$ cat src/rtl/gb5_pkg.sv
// Shared types and constants for the 5x5 Gaussian blur block.
package gb5_pkg;
    localparam int unsigned WIN = 5;
    localparam int unsigned HIST = 4;
    localparam int unsigned MAX_FRAME_ROWS = 4096;
    localparam int unsigned NORM_SHIFT = 8;

    localparam logic [0:0] ADDR_ROW_WORDS = 1'b0;
    localparam logic [0:0] ADDR_FRAME_ROWS = 1'b1;

    typedef struct packed {
        logic blur_row;
        logic frame_end;
    } t_ctl;

    function automatic logic [4:0] tap(input int unsigned k);
        logic [4:0] v;
        case (k)
            0, 4: v = 5'd1;
            1, 3: v = 5'd4;
            default: v = 5'd6;
        endcase
        return v;
    endfunction
endpackage

$ cat src/rtl/gb5_back.sv
// Back end: 5x5 binomial filter over eight lanes, a vertical pass and a horizontal pass.
module gb5_back import gb5_pkg::*; #(
    parameter int MAX_ROW_WORDS = 64,
    parameter int PIXELS_PER_WORD = 8,
    localparam int WI_W = (MAX_ROW_WORDS > 1) ? $clog2(MAX_ROW_WORDS) : 1
) (
    input  logic              i_clk,
    input  logic              i_rst_n,
    input  logic              i_valid,
    input  logic [WIN*64-1:0] i_cur,
    input  logic [WIN*64-1:0] i_left,
    input  logic [WI_W-1:0]   i_wi,
    input  t_ctl              i_ctl,
    input  logic              i_adv,
    output logic              o_valid,
    output logic [63:0]       o_word,
    output logic              o_frame_end
);
    logic [11:0] col_sum [PIXELS_PER_WORD][WIN];
    logic [11:0] r_cs [PIXELS_PER_WORD][WIN];
    logic [7:0] r_px [PIXELS_PER_WORD];
    logic [PIXELS_PER_WORD-1:0] r_pass;
    logic r_fe, r_v;
    logic [63:0] res;
    logic [15:0] s;

    function automatic logic [7:0] pk(input logic [63:0] l, input logic [63:0] c,
                                      input int off);
        logic [7:0] v;
        if (off < 0) v = l[8*(PIXELS_PER_WORD+off) +: 8];
        else v = c[8*off +: 8];
        return v;
    endfunction

    // Vertical pass per lane and window column.
    always_comb begin
        for (int ln = 0; ln < PIXELS_PER_WORD; ln++) begin
            for (int kc = 0; kc < WIN; kc++) begin
                col_sum[ln][kc] = '0;
                for (int kr = 0; kr < WIN; kr++) begin
                    col_sum[ln][kc] = col_sum[ln][kc] + 12'(tap(kr)) * 12'(pk(
                        i_left[kr*64 +: 64], i_cur[kr*64 +: 64], ln - (WIN-1) + kc));
                end
            end
        end
    end

    always_ff @(posedge i_clk) begin
        if (!i_rst_n) begin
            r_v <= 1'b0;
        end else if (i_adv) begin
            r_v <= i_valid;
        end
    end

    always_ff @(posedge i_clk) begin
        if (i_adv) begin
            r_cs <= col_sum;
            r_fe <= i_ctl.frame_end;
            for (int ln = 0; ln < PIXELS_PER_WORD; ln++) begin
                r_px[ln] <= i_cur[HIST*64 + 8*ln +: 8];
                r_pass[ln] <= !i_ctl.blur_row ||
                    ({3'd0, i_wi} * (WI_W+3)'(PIXELS_PER_WORD) + (WI_W+3)'(ln)
                     < (WI_W+3)'(HIST));
            end
        end
    end

    // Horizontal pass and normalize.
    always_comb begin
        res = '0;
        for (int ln = 0; ln < PIXELS_PER_WORD; ln++) begin
            s = '0;
            for (int kc = 0; kc < WIN; kc++) s = s + 16'(tap(kc)) * 16'(r_cs[ln][kc]);
            res[8*ln +: 8] = r_pass[ln] ? r_px[ln] : s[NORM_SHIFT +: 8];
        end
    end

    assign o_valid = r_v;
    assign o_word = res;
    assign o_frame_end = r_fe;
endmodule

$ cat config.mk
export PLATFORM = sky130hd
export DESIGN_NAME = gb5_back
export DESIGN_NICKNAME = d
export VERILOG_FILES = /design/src/rtl/gb5_pkg.sv /design/src/rtl/gb5_back.sv
export SDC_FILE = /design/constraint.sdc
export NUM_CORES = 2
export LEC_CHECK = 0
export ABC_AREA = 1
export ABC_CLOCK_PERIOD_IN_PS = 8750
export BUFFER_PORTS_ARGS = -buffer_cell sky130_fd_sc_hd__buf_4
export CAP_MARGIN = 20
export CORE_MARGIN = 3
export CORE_UTILIZATION = 48
export CTS_BUF_LIST = sky130_fd_sc_hd__clkbuf_8
export DETAILED_ROUTE_END_ITERATION = 10
export PLACE_DENSITY = 0.78
export SYNTH_ARGS = -nofsm -noshare
export SYNTH_HDL_FRONTEND = slang
export SYNTH_SLANG_ARGS = --single-unit
$ cat constraint.sdc
create_clock -name i_clk -period 8.75 [get_ports i_clk]
set_clock_uncertainty 0.2 [all_clocks]
set_input_delay 0.4375 -clock i_clk [delete_from_list [all_inputs] [get_ports i_clk]]
set_output_delay 0.4375 -clock i_clk [all_outputs]
set_load 0.05 [all_outputs]
---- Yosys cells after proc, flatten, opt, wreduce, memory -nomap -nowiden ----
Memories as Yosys holds them, arrays and structs flattened.
Cells that the tools add are included.
storage, ports and cells
  register bits ........................... 154
  memory bits (writable) .................. 64
  input port bits ......................... 652
  output and inout port bits .............. 66
  memories ................................ 1
  logic and storage cells ................. 150
memory list
  memory  depth  width  read ports  clocked after memory_dff  write ports  RTL line        source
  r_px    8      8      8           0                         8            gb5_back.sv:21  logic [7:0] r_px [PIXELS_PER_WORD];
cells by class
  $mul .................................... 20
  $add $sub $neg .......................... 87
  reductions and logical operators ........ 9
  order comparisons ....................... 8
  muxes and demuxes ....................... 10
operators by type and width
  cell                                                                          number
  12-bit by 10-bit adder with 12-bit output                                     12
  12-bit by 8-bit adder with 12-bit output                                      12
  8-bit by 10-bit adder with 11-bit output                                      12
  15-bit by 15-bit adder with 16-bit output                                     8
  16-bit by 12-bit adder with 16-bit output                                     8
  16-bit by 14-bit adder with 16-bit output                                     8
  12-bit by 14-bit adder with 15-bit output                                     8
  2-bit by 8-bit multiplier with 10-bit output, first input constant            12
  2-bit by 12-bit multiplier with 14-bit output, first input constant           8
  11-bit by 11-bit adder with 12-bit output                                     8
  9-bit by 3-bit less-than comparator with 1-bit output, second input constant  8
  8-bit 2-to-1 mux                                                              8
  9-bit by 3-bit adder with 9-bit output, second input constant                 4
  11-bit by 12-bit adder with 12-bit output                                     2
  12-bit adder                                                                  2
  9-bit by 2-bit adder with 9-bit output, second input constant                 2
  9-bit by 1-bit adder with 9-bit output, second input constant                 1
  1-bit logical OR                                                              8
  1-bit 2-to-1 mux                                                              2
  1-bit logical NOT                                                             1

---- Longest topological paths before layout ----
  word-level depth ........................ 5
  mapped depth ............................ 22
  mapped depth without buffers ............ 22

---- Worst setup path after synthesis ----
Ideal clock, no wire load.
  path kind ............................... register to output
  start point ............................. reg, netlist name r_cs[277]
  end point ............................... out o_word[23]
  data required time ...................... 8113 ps
  stages on the path, launching flop included .. 17
  arrival ................................. 3848 ps
  buffers on the path ..................... 0
  setup slack ............................. 4264 ps
  path through ............................ edfxtp_1 -> ha_1 -> fa_1 -> nand3_1 -> nand4_1 -> xor2_1 -> fa_1 -> ha_1 -> ha_1 -> ha_1 -> a21oi_1 -> o21ai_0 -> a21oi_1 -> nand2_1 -> nand2_1 -> nand3_1 -> nand2_1
RTL lines
  item           RTL line        source
  end, declared  gb5_back.sv:16  output logic [63:0] o_word,

==> impl_metrics.json <==
{
  "routed_wirelength_um": 111000,
  "nFillCells": 7020,
  "die_w_um": 291,
  "synth_area_leaders": "fa_1 28%, edfxtp_1 16%, ha_1 16%, inv_1 11%, nand2_1 6.8%",
  "antenna_found_initial": 0,
  "r2r-start": "o_valid",
  "synth_area_mm2": 0.0390,
  "dpl_worst_slack_ns": 3.64,
  "startpoint_type": "flip-flop",
  "layout-drive-gt1-share_pct": 13.5,
  "rows": 103,
  "drt_pass1_iterations": 5,
  "fin_crit_sh_pct": 66.8,
  "synthDistinctLibCells": 46,
  "cts_buffers": 42,
  "drt-wirelength-per-cell_um": 17.6,
  "n_antenna_cell": 0,
  "rsz0062_at_grt": "false",
  "gr-usage-all-layers_pct": 26.1,
  "place_area_mm2": 0.0445,
  "numClockSinks": 212,
  "timing.final.max_slew_violations": 0,
  "hp-class": "in2reg",
  "yosysWarnings": 0,
  "syn_avg_cell_area_um2": 8.63,
  "setup_ws_ns": 2.91,
  "port_buffers": 557,
  "finalSetupTns_ns": 0,
  "post-cts-setup-buffers": 0,
  "multi_input_area_mm2": 0.0282,
  "grt_start_max_net_pins": 109,
  "final_cells": 6279,
  "hold_violations": 0,
  "path_clk_slew_ns": 0.06,
  "crit_path_max_incr_delay_ns": 0.67,
  "synth_most_common_cell": "inv_1",
  "critPathArrivalTime_ns": 5.21,
  "cp-startpoint": "r_cs[58]",
  "initial_core_util_pct": 48.9,
  "synth_top_area_share_pct": 28.0,
  "path_max_fanout": 6,
  "synth_top_area_cell": "fa_1",
  "grt_pass1_wl_um": 175000,
  "clk_latency_ns": 0.59,
  "required_ns": 8.11,
  "crit_path_top_delay_cell": "edfxtp_1",
  "synth-async-reset-ratio_pct": 0,
  "coreArea_mm2": 0.0798,
  "root_buffer": "clkbuf_8",
  "chipHeight_um": 291,
  "synth_flop_cell": "edfxtp_1",
  "place_inst": 6119,
  "ant_nets": 0,
  "worst-setup-path-type": "reg2out",
  "hold_start": "i_left[40]",
  "syn_nets": 6220,
  "grt_pass1_vias": 33600,
  "grt_overflow_total": 0,
  "cts_buffer_depth": 3,
  "area_delta_synth_final_pct": 18.4,
  "fin_crit_ns": 5.84,
  "synth_commonest_cells": "1,173 x inv_1, 705 x nand2_1, 545 x fa_1",
  "htreeDepth": 2,
  "drc": 0,
  "ios": 718,
  "ys_ff_latch": 212,
  "fmax_mhz": 171,
  "setup.worst_path.end_class": "output pin",
  "vias": 32100,
  "register_area_mm2": 0.00636,
  "outcome": "finished clean",
  "vias_per_cell": 5.11,
  "crit_chain": "inv_1 > ha_1 > nor3_2 > nand3_1 > nand3_1 > xor2_1 > fa_1 > inv_1 > ha_1 > fa_1 > ha_1 > a21oi_1 > o21ai_0 > a21oi_1 > nand2_1 > nand2_1 > nand3_1 > nand2_1 > buf_4",
  "drv_cap": 0,
  "synthCells": 4520,
  "synth_edf_count": 211,
  "setup_viol": 0,
  "drtIter0Drc": 1687,
  "die_area_mm2": 0.0848,
  "ys_seq_area_share_pct": 16.3,
  "maxSlewHeadroom_pct": 34.6,
  "hpwlAfterDp_um": 95500,
  "cts_tree": "done",
  "gp_congestion": 0.962,
  "worstMarginPinSlew_ns": 0.981,
  "finish.instance_area_mm2": 0.0462,
  "nets": 6898
}
metrics by stage:
step	util, %	hold WS, ns
after CTS	57.9	0.0334
after global routing	57.9	0.0815
after floorplan	-	0.331
after global placement	55.8	0.323
after detailed placement	55.8	0.344
final	57.9	0.0693
layout by cell type (no fill, tap or decap), types with 5 or more instances in the layout:
cell type,n
a21o_1,27
a21oi_1,271
a21oi_2,26
a221oi_1,8
a31oi_1,11
and2_1,8
buf_4,562
clkbuf_8,45
clkinv_1,12
clkinv_2,6
dlygate4sd3_1,85
edfxtp_1,211
fa_1,545
ha_1,503
inv_1,1182
inv_2,7
nand2_1,705
nand2_2,9
nand3_1,305
nand3_2,7
nand3b_1,20
nand4_1,72
nor2_1,150
nor2_2,5
nor3_2,11
o211ai_1,9
o21a_1,22
o21ai_0,42
o21ai_1,52
o21ai_2,5
o21bai_1,16
o21bai_2,9
or2_1,6
xnor2_1,93
xor2_1,153
final cells by class:
cell class                 count  area share [%]
multi-input combinational   3113            61.0
sequential                   212            13.8
timing repair buffer         648            11.0
inverter                    1181            9.60
tap                         1050            2.84
clock buffer                  45            1.34
clock inverter                30           0.439
layer usage:
layer / global-route usage [%] / share of wire (%)
met3: 3.90 / 5.9
met5: 0 / 0
met2: 46.4 / 50
met1: 31.6 / 40
met4: 10.4 / 4.5
logic make-up after synthesis:
logic type               share of synthesized area (%)
AND/OR/NAND/NOR                                   14.9
buffers and inverters                             11.5
AO/OA/AOI/OAI                                     7.75
XOR/XNOR                                          5.52
flip-flops                                        16.3
adder cells (fa/ha/maj)                           44.1
worst max-delay path: cells and delay by family (launching register included):
kind	cells	cell delay, ns
xor gates and xnor gates	1	0.08
DFF	1	0.67
and+or+nand+nor	7	0.83
AOI/OAI and AO/OA	3	0.54
adders and majority gates	5	1.93
buffers and inverters	3	0.54
path summary, 6_finish.rpt:
check / endpoint / slack [ns] / cells past startpoint
worst max-delay path: o_word[47] / 2.91 / 19
worst min-delay path: r_cs[457] / 0.07 / 3
worst max register to register: o_valid / 7.33 / 3
worst min register to register: o_valid / 0.90 / 3
state kept, by name (all words and copies together), names as in the netlist:
name,count
r_pass,2
o_frame_end,1
o_valid,1
r_cs,144
r_px,64
what timing repair did:
action	4_1_cts	5_1_grt
hold endpoints to repair	79	0
hold buffers	85	0
gates resized for setup	0	0
Power is left out: the tool's default activity adds up to more than one toggle a clock period on the data nets, which glitch-free logic cannot reach.
