[src/rtl/gb5_queue.sv]
// Result queue that absorbs the pipeline while the consumer stalls.
module gb5_queue (
    input  logic        i_clk,
    input  logic        i_rst_n,
    input  logic        i_wr,
    input  logic [64:0] i_data,
    input  logic        i_pop,
    output logic        o_empty,
    output logic [64:0] o_data,
    output logic [2:0]  o_count
);
    logic [64:0] r_q [4];
    logic [1:0] r_wp, r_rp;
    logic [2:0] r_cnt;
    logic rd;

    assign rd = i_pop && (r_cnt != 3'd0);

    always_ff @(posedge i_clk) begin
        if (!i_rst_n) begin
            r_wp <= '0;
            r_rp <= '0;
            r_cnt <= '0;
        end else begin
            if (i_wr) r_wp <= r_wp + 2'd1;
            if (rd) r_rp <= r_rp + 2'd1;
            r_cnt <= r_cnt + {2'd0, i_wr} - {2'd0, rd};
        end
    end
    always_ff @(posedge i_clk) begin
        if (i_wr) r_q[r_wp] <= i_data;
    end

    assign o_empty = (r_cnt == 3'd0);
    assign o_data = r_q[r_rp];
    assign o_count = r_cnt;
endmodule

[config.mk]
export PLATFORM = sky130hd
export DESIGN_NAME = gb5_queue
export DESIGN_NICKNAME = d
export VERILOG_FILES = /design/src/rtl/gb5_queue.sv
export SDC_FILE = /design/constraint.sdc
export NUM_CORES = 1
export LEC_CHECK = 0
export BUFFER_PORTS_ARGS = -buffer_cell sky130_fd_sc_hd__buf_4
export CORE_ASPECT_RATIO = 0.5
export CORE_MARGIN = 5
export CORE_UTILIZATION = 50
export DETAILED_ROUTE_END_ITERATION = 8
export GPL_TIMING_DRIVEN = 0
export PLACE_DENSITY = 0.71
export SYNTH_ARGS = -nofsm -noshare
export SYNTH_HDL_FRONTEND = slang
export SYNTH_SLANG_ARGS = --single-unit
[constraint.sdc]
create_clock -name i_clk -period 5.24 [get_ports i_clk]
set_input_delay 0.524 -clock i_clk [delete_from_list [all_inputs] [get_ports i_clk]]
set_output_delay 0.524 -clock i_clk [all_outputs]
set_load 0.02 [all_outputs]
Word level (Yosys, flattened, before mapping)
Memory sizes are Yosys's and may differ from the RTL's. A register that Yosys moved wholly into a read port is not among the register bits.
Cells that the tools add are included.
Storage, ports and cells
  input bits: 69
  output and inout port bits: 69
  memory bits (writable): 260
  bits in registers: 7
  memories kept: 1
Cells by class
  add/subtract/negate cells: 4
  multiplexer cells: 4
  reduce and logical (&&, ||, !) cells: 3
Memories
  r_q: words 4, bits a word 65, rd ports 1, clocked after Yosys merged registers in 1, wr ports 1, RTL line 12  | logic [64:0] r_q [4];
Operator list (number)
  adder 2 x 1 -> 2 bit, second input constant: 2
  two-way mux 2 bit: 2
  adder 3 x 1 -> 3 bit: 1
  zero test 3 bit: 1
  nonzero test 3 bit: 1
  subtractor 3 x 1 -> 3 bit: 1
  two-way mux 1 bit: 2
  logical AND 1 bit: 1

Depth between registers and ports, before layout
Gate-level depths: netlist of run 1.
  depth in word-level cells: 4
  depth in mapped cells: 8

Worst setup path before layout of run 1
No wires, ideal clock.
  kind: register -> register
  from: reg r_wp[0]
  to: mem r_q[0][0], enable pin
  library setup time: 0.430 ns
  setup slack: 2.742 ns
  data required time: 4.810 ns
  data arrival time: 2.069 ns
  clock period less this slack: 2.498 ns
  stages on the path, launching flop included: 4
  cell sequence: dfxtp_1 -> inv_1 -> ha_1 -> and2_1
RTL lines
  from (decl): RTL line 13  | logic [1:0] r_wp, r_rp;
  from (signal assigned): RTL line 25  | if (i_wr) r_wp <= r_wp + 2'd1;
  to (decl): RTL line 12
No word-level cell before the write port.

==> results of run 1 <==
[worst min path at each step]
stage	start	to	slack, ns	depth (start not counted)
after CTS	i_data[60]	r_q[1][60]$_DFFE_PP_	0.19	1
after floorplan	r_rp[1]$_SDFFE_PN0P_	flip-flop	0.45	2
after detailed placement	r_rp[1]$_SDFFE_PN0P_	flip-flop	0.50	2
after global placement	r_rp[1]$_SDFFE_PN0P_	r_rp[1]$_SDFFE_PN0P_	0.47	2
after global routing	i_data[50]	r_q[0][50]$_DFFE_PP_	0.19	1
final	i_data[24]	r_q[1][24]$_DFFE_PP_	0.22	1
[worst register-to-register path, stage by stage, from the launching register on]
cell and delay, ns:
dfxtp_1 0.37, o31a_1 0.37, ha_1 0.29, inv_1 0.06, ha_1 0.12, inv_1 0.05, fa_1 0.37, xnor3_1 0.19
nor2b_1 0.11
[layout make-up]
cell class / count / area share [%]
clock inverters: 18 / 1.44
multi-input cells: 94 / 14.3
plain buffers: 14 / 1.25
clock buffers: 26 / 5.17
well taps: 266 / 2.73
flip-flops and latches: 269 / 65.6
inverters: 5 / 0.154
repair buffers: 141 / 9.35
[routing by layer]
metal	global-route usage (%)	part of all wire, %
met2	27.6	53
met3	2.85	3.8
met1	20.5	42
met5	0	0
met4	3.49	1.7
[kinds of logic (layout without fill, tap and decap cells)]
logic type                 Yosys count  count (layout)  share of synthesized area [%]
DFF                                269             269                           80.8
muxes                               69              69                           15.2
buffers and inverters               19             204                           1.73
and+or+nand+nor                     14              14                          0.822
adders and majority gates            7               7                          0.962
AOI/OAI and AO/OA                    2               2                          0.177
xor gates and xnor gates             2               2                          0.316
[state kept, by name (all words and copies together) (netlist names), named ones only]
register  count
r_wp          2
r_rp          2
o_count       3
r_q         260
[Yosys cell counts (all sizes together), types with 2 or more instances]
library cell  count  share of area (%)
mux4             65                 15
ha                6               0.76
mux2i             4               0.40
nor2b             3               0.19
buf              13                1.5
dfxtp             9                1.8
edfxtp          260                 79
nand2b            2               0.13
nand2             2              0.076
and2              6               0.38
inv               5               0.19
[through the flow]
step / total power (uW) / hold slack (ns) / utilization, % / worst slack [ns]
floorplan: 3360 / 0.449 / - / 2.74
global placement: 3820 / 0.469 / 57.8 / 1.37
detailed placement: 3830 / 0.500 / 58.4 / 3.18
CTS: 5600 / 0.191 / 62.6 / 2.69
global route: 5770 / 0.188 / 62.6 / 2.62
finish: 5520 / 0.217 / 62.6 / 2.72
[report_power, final]
part | switching [uW] | total (uW) | internal, uW
Clock | 741 | 1760 | 1020
Combinational | 619 | 1240 | 622
Sequential | 36.6 | 2520 | 2480
Total | 1400 | 5520 | 4120
==> metrics.yaml, run 1 <==
outcome:
  status: "finished clean"
cells_and_area:
  area_growth_syn_to_layout_pct: 23.1
  multi_input_area_sq_um: 1740
  drive_gt1_share_pct: 45.9
  seqCellArea_sq_um: 7990
  fillCellCount: 1369
  final_area_sq_um: 12200
  stdcell_count: 833
  final_common_cell: "edfxtp_1"
  layout.cells.most_common_list: "260 x edfxtp_1, 138 x buf_4, 65 x mux4_2"
  diodes: 0
  nNetsFinal: 625
clock_tree:
  clock_latency_ns: 0.50
  cts_tree: "done"
  ctsHtreeMaxLevel: 1
  root_buffer: "clkbuf_16"
  cts.clk_slew.worst_paths_ns: 0.06
  cts_resized: 0
  postCtsSetupRepairBufs: 0
  cts_sinks: 269
  cts_buffers: 24
  hold_buffers: 0
  clockBufferDepth: 3
setup_path:
  r2r_end: "o_count[2]$_SDFF_PN0_"
  path_cells: "buf_6 > buf_12 > mux4_2 > buf_4"
  cpMaxStageDelayCell: "mux4_2"
  arrival_ns: 2.00
  critical_path_class: "reg2out"
  cp_max_fo: 10
  worst-path-stages: 4
  cp_top_family: "buffers and inverters"
  r2r_cells: 8
  reg2reg_from: "o_count[1]$_SDFF_PN0_"
  crit_path_end_kind: "output pin"
  reg2reg_slack_ns: 3.26
  critical_path.max_stage_delay_ns: 0.55
  startpoint_type: "flip-flop"
  crit_required_ns: 4.72
  worst-path-buf-inv: 3
  cp-endpoint: "o_data[33]"
route:
  first_pass_iters: 4
  ant_nets: 0
  vias_per_cell: 5.23
  routed_wl_um: 17400
  drc: 0
  wl_per_cell_um: 20.9
  drtIter0Drc: 180
  vias: 4358
place:
  port_buffers: 137
  dp.final_hpwl_um: 10700
  place_congestion: 0.689
  post-place-cells: 789
  dpl_cell_area_sq_um: 11400
timing:
  finalHoldViolations: 0
  fin_crit_sh_pct: 48.1
  finalMaxSlewViolations: 0
  skew_ns: 0.00655
  setup_violations: 0
  fin_tns_setup_ns: 0
  timing.slew.headroom_pct: 54.2
  layout_min_cycle_time_ns: 2.52
  worst_pin_slew_ns: 0.687
  rsz0062_at_grt: "no"
  fmax_mhz: 397
floorplan:
  die_width_um: 209
  row_count: 36
  die_h_um: 109
  io_pins: 138
  core_area_sq_um: 19500
  initial_core_util_pct: 50.8
  dieArea_sq_um: 22900
global_routing:
  grt_pass1_wl_um: 27100
  antenna_found_initial: 0
  grt_use_total_pct: 15.5
  grt_max_degree: 51
  first_global_vias: 4864
  grt-ovfl-total: 0
yosys:
  ys.flop_type: "edfxtp_1"
  synth_cell_types: 21
  postSynthAreaPerCell_sq_um: 25.9
  synthArstFlopShare_pct: 0
  yosys_register_bits: 269
  syn_inst: 382
  synth_edf_count: 260
  syn_area_sq_um: 9890
  ys_seq_area_share_pct: 80.8
  syn-num-nets: 458
  ys.warnings.count: 0
power_and_ir_drop:
  p_per_area_nw_per_um2: 453
  ir_worst_vdd_mv: 0.251
  p_leak_uw: 0.00414
min_path:
  hold_path_class: "in2reg"
run:
  max_cap_violations: 0
No activity file was read; power rests on OpenSTA's default activity.
==> inputs of run 2 (changes only) <==
clock period = 2.6 ns   (was 5.24 ns; I/O delays follow)
==> run 2 against run 1 <==
Net effect: sequential power increased by 100%; worst setup slack lost 2.4 ns; clock-buffer cell count stayed put; critical path type unchanged; largest power group unchanged.
==> metrics.yaml, run 2 (same netlist as run 1, synthesis figures left out) <==
min_path:
  hold_path_class: "in2reg"
  whs_path_depth: 2
  whs_endpoint: "o_count[0]$_SDFF_PN0_"
  hold_start: "i_rst_n"
clock_tree:
  cts_buffers: 24
  root_buffer: "clkbuf_16"
  clock_latency_ns: 0.50
  cts.clk_slew.worst_paths_ns: 0.06
  hold_buffers: 65
  clockBufferDepth: 3
  postCtsSetupRepairBufs: 0
  cts_sinks: 269
  cts_resized: 0
  ctsHtreeMaxLevel: 1
  cts_tree: "done"
route:
  drc: 0
  first_pass_iters: 4
  wl_per_cell_um: 20.1
  ant_nets: 0
  met2_length_um: 9690
  wl_met3_um: 682
  vias_per_cell: 5.11
  vias: 4585
  wl_met1_um: 7370
  top_layer: "met4"
  routed_wl_um: 18100
  drtIter0Drc: 237
timing:
  setup_violations: 0
  fmax_mhz: 445
  layout_min_cycle_time_ns: 2.25
  timing.slew.headroom_pct: 54.3
  rsz0062_at_grt: "no"
  skew_ns: 0.00731
  finalHoldViolations: 0
  worst_pin_slew_ns: 0.685
  finalMaxSlewViolations: 0
  fin_crit_sh_pct: 86.4
cells_and_area:
  largest-register: "r_q"
  area_growth_syn_to_layout_pct: 29.7
  largest_register_ffs: 260
  final_common_cell: "edfxtp_1"
  drive_gt1_share_pct: 41.1
  final_area_sq_um: 12800
  nNetsFinal: 690
  layout.cells.most_common_list: "260 x edfxtp_1, 138 x buf_4, 65 x mux4_2, 65 x dlygate4sd3_1, 25 x clkbuf_16"
  fillCellCount: 1307
  stdcell_count: 898
  diodes: 0
power_and_ir_drop:
  p_leak_uw: 0.00442
  p_per_area_nw_per_um2: 875
  ir_worst_vdd_mv: 0.509
place:
  dp.final_hpwl_um: 10700
  dpl_cell_area_sq_um: 11400
  port_buffers: 137
  post-place-cells: 789
  place_congestion: 0.689
setup_path:
  r2r_end: "o_count[2]$_SDFF_PN0_"
  reg2reg_from: "o_count[1]$_SDFF_PN0_"
  startpoint_type: "flip-flop"
  arrival_ns: 1.99
  critical_path_class: "reg2out"
  reg2reg_slack_ns: 0.62
  crit_path_end_kind: "output pin"
  cp_max_fo: 10
  crit_required_ns: 2.34
  r2r_cells: 8
run:
  max_cap_violations: 0
global_routing:
  grt_max_degree: 51
  grt_pass1_wl_um: 28400
  antenna_found_initial: 0
  first_global_vias: 5171
  grt_use_total_pct: 16.2
  grt-ovfl-total: 0
floorplan:
  row_count: 36
  dieArea_sq_um: 22900
  initial_core_util_pct: 50.8
  die_h_um: 109
  die_width_um: 209
  core_area_sq_um: 19500
  io_pins: 138
outcome:
  status: "finished clean"
==> run 2: cell count changes in the layout (fill, tap and decap cells not counted), sizes merged <==
cell,change
dlygate4sd3,+65
==> run 2: through the flow <==
| step | util (%) | setup TNS (ns) | hold slack, ns | total power [uW] | setup WS [ns] |
|---|---|---|---|---|---|
| floorplan | - | 0 | 0.359 | 6780 | 0.102 |
| global placement | 57.8 | -291.23 | 0.460 | 7690 | -1.15 |
| detailed placement | 58.4 | 0 | 0.463 | 7730 | 0.603 |
| CTS | 65.9 | 0 | 0.0240 | 11400 | 0.317 |
| global route | 65.9 | 0 | 0.0441 | 11700 | 0.247 |
| finish | 65.9 | 0 | 0.0355 | 11200 | 0.352 |
==> run 2: worst max-delay path, stage by stage (launching register included) <==
cell	delay, ns
dfxtp_1	0.34
buf_6	0.22
buf_12	0.18
mux4_2	0.54
buf_4	0.18
==> run 2: worst max-delay path by stage <==
stage	to	slack, ns	cells after the start
global placement	r_q[0][57]$_DFFE_PP_	-1.15	3
detailed placement	o_count[2]$_SDFF_PN0_	0.60	8
floorplan	r_q[0][0]$_DFFE_PP_	0.10	3
CTS	o_data[12]	0.32	3
finish	o_data[33]	0.35	4
global route	o_data[12]	0.25	3
==> run 2: power breakdown <==
group | internal, uW | total, uW | switching, uW
clock network | 2060 | 3560 | 1500
logic | 1320 | 2590 | 1270
registers | 5000 | 5070 | 74.9
==> run 2: cell type report <==
| class | count | area (sq um) | area share (%) |
|---|---|---|---|
| inverters | 5 | 18.8 | 0.146 |
| multi-input cells | 94 | 1740 | 13.6 |
| clock inverters | 18 | 175 | 1.37 |
| repair buffers | 206 | 1790 | 14.0 |
| well taps | 266 | 333 | 2.60 |
| clock buffers | 26 | 629 | 4.91 |
| flip-flops and latches | 269 | 7990 | 62.3 |
| plain buffers | 14 | 153 | 1.19 |
==> run 2: metal layers <==
metal | vias up | global-route usage, %
li1 | 2090 | -
met1 | 2381 | 20.8
met2 | 91 | 29.5
met3 | 23 | 2.74
met4 | 0 | 3.82
met5 | - | 0
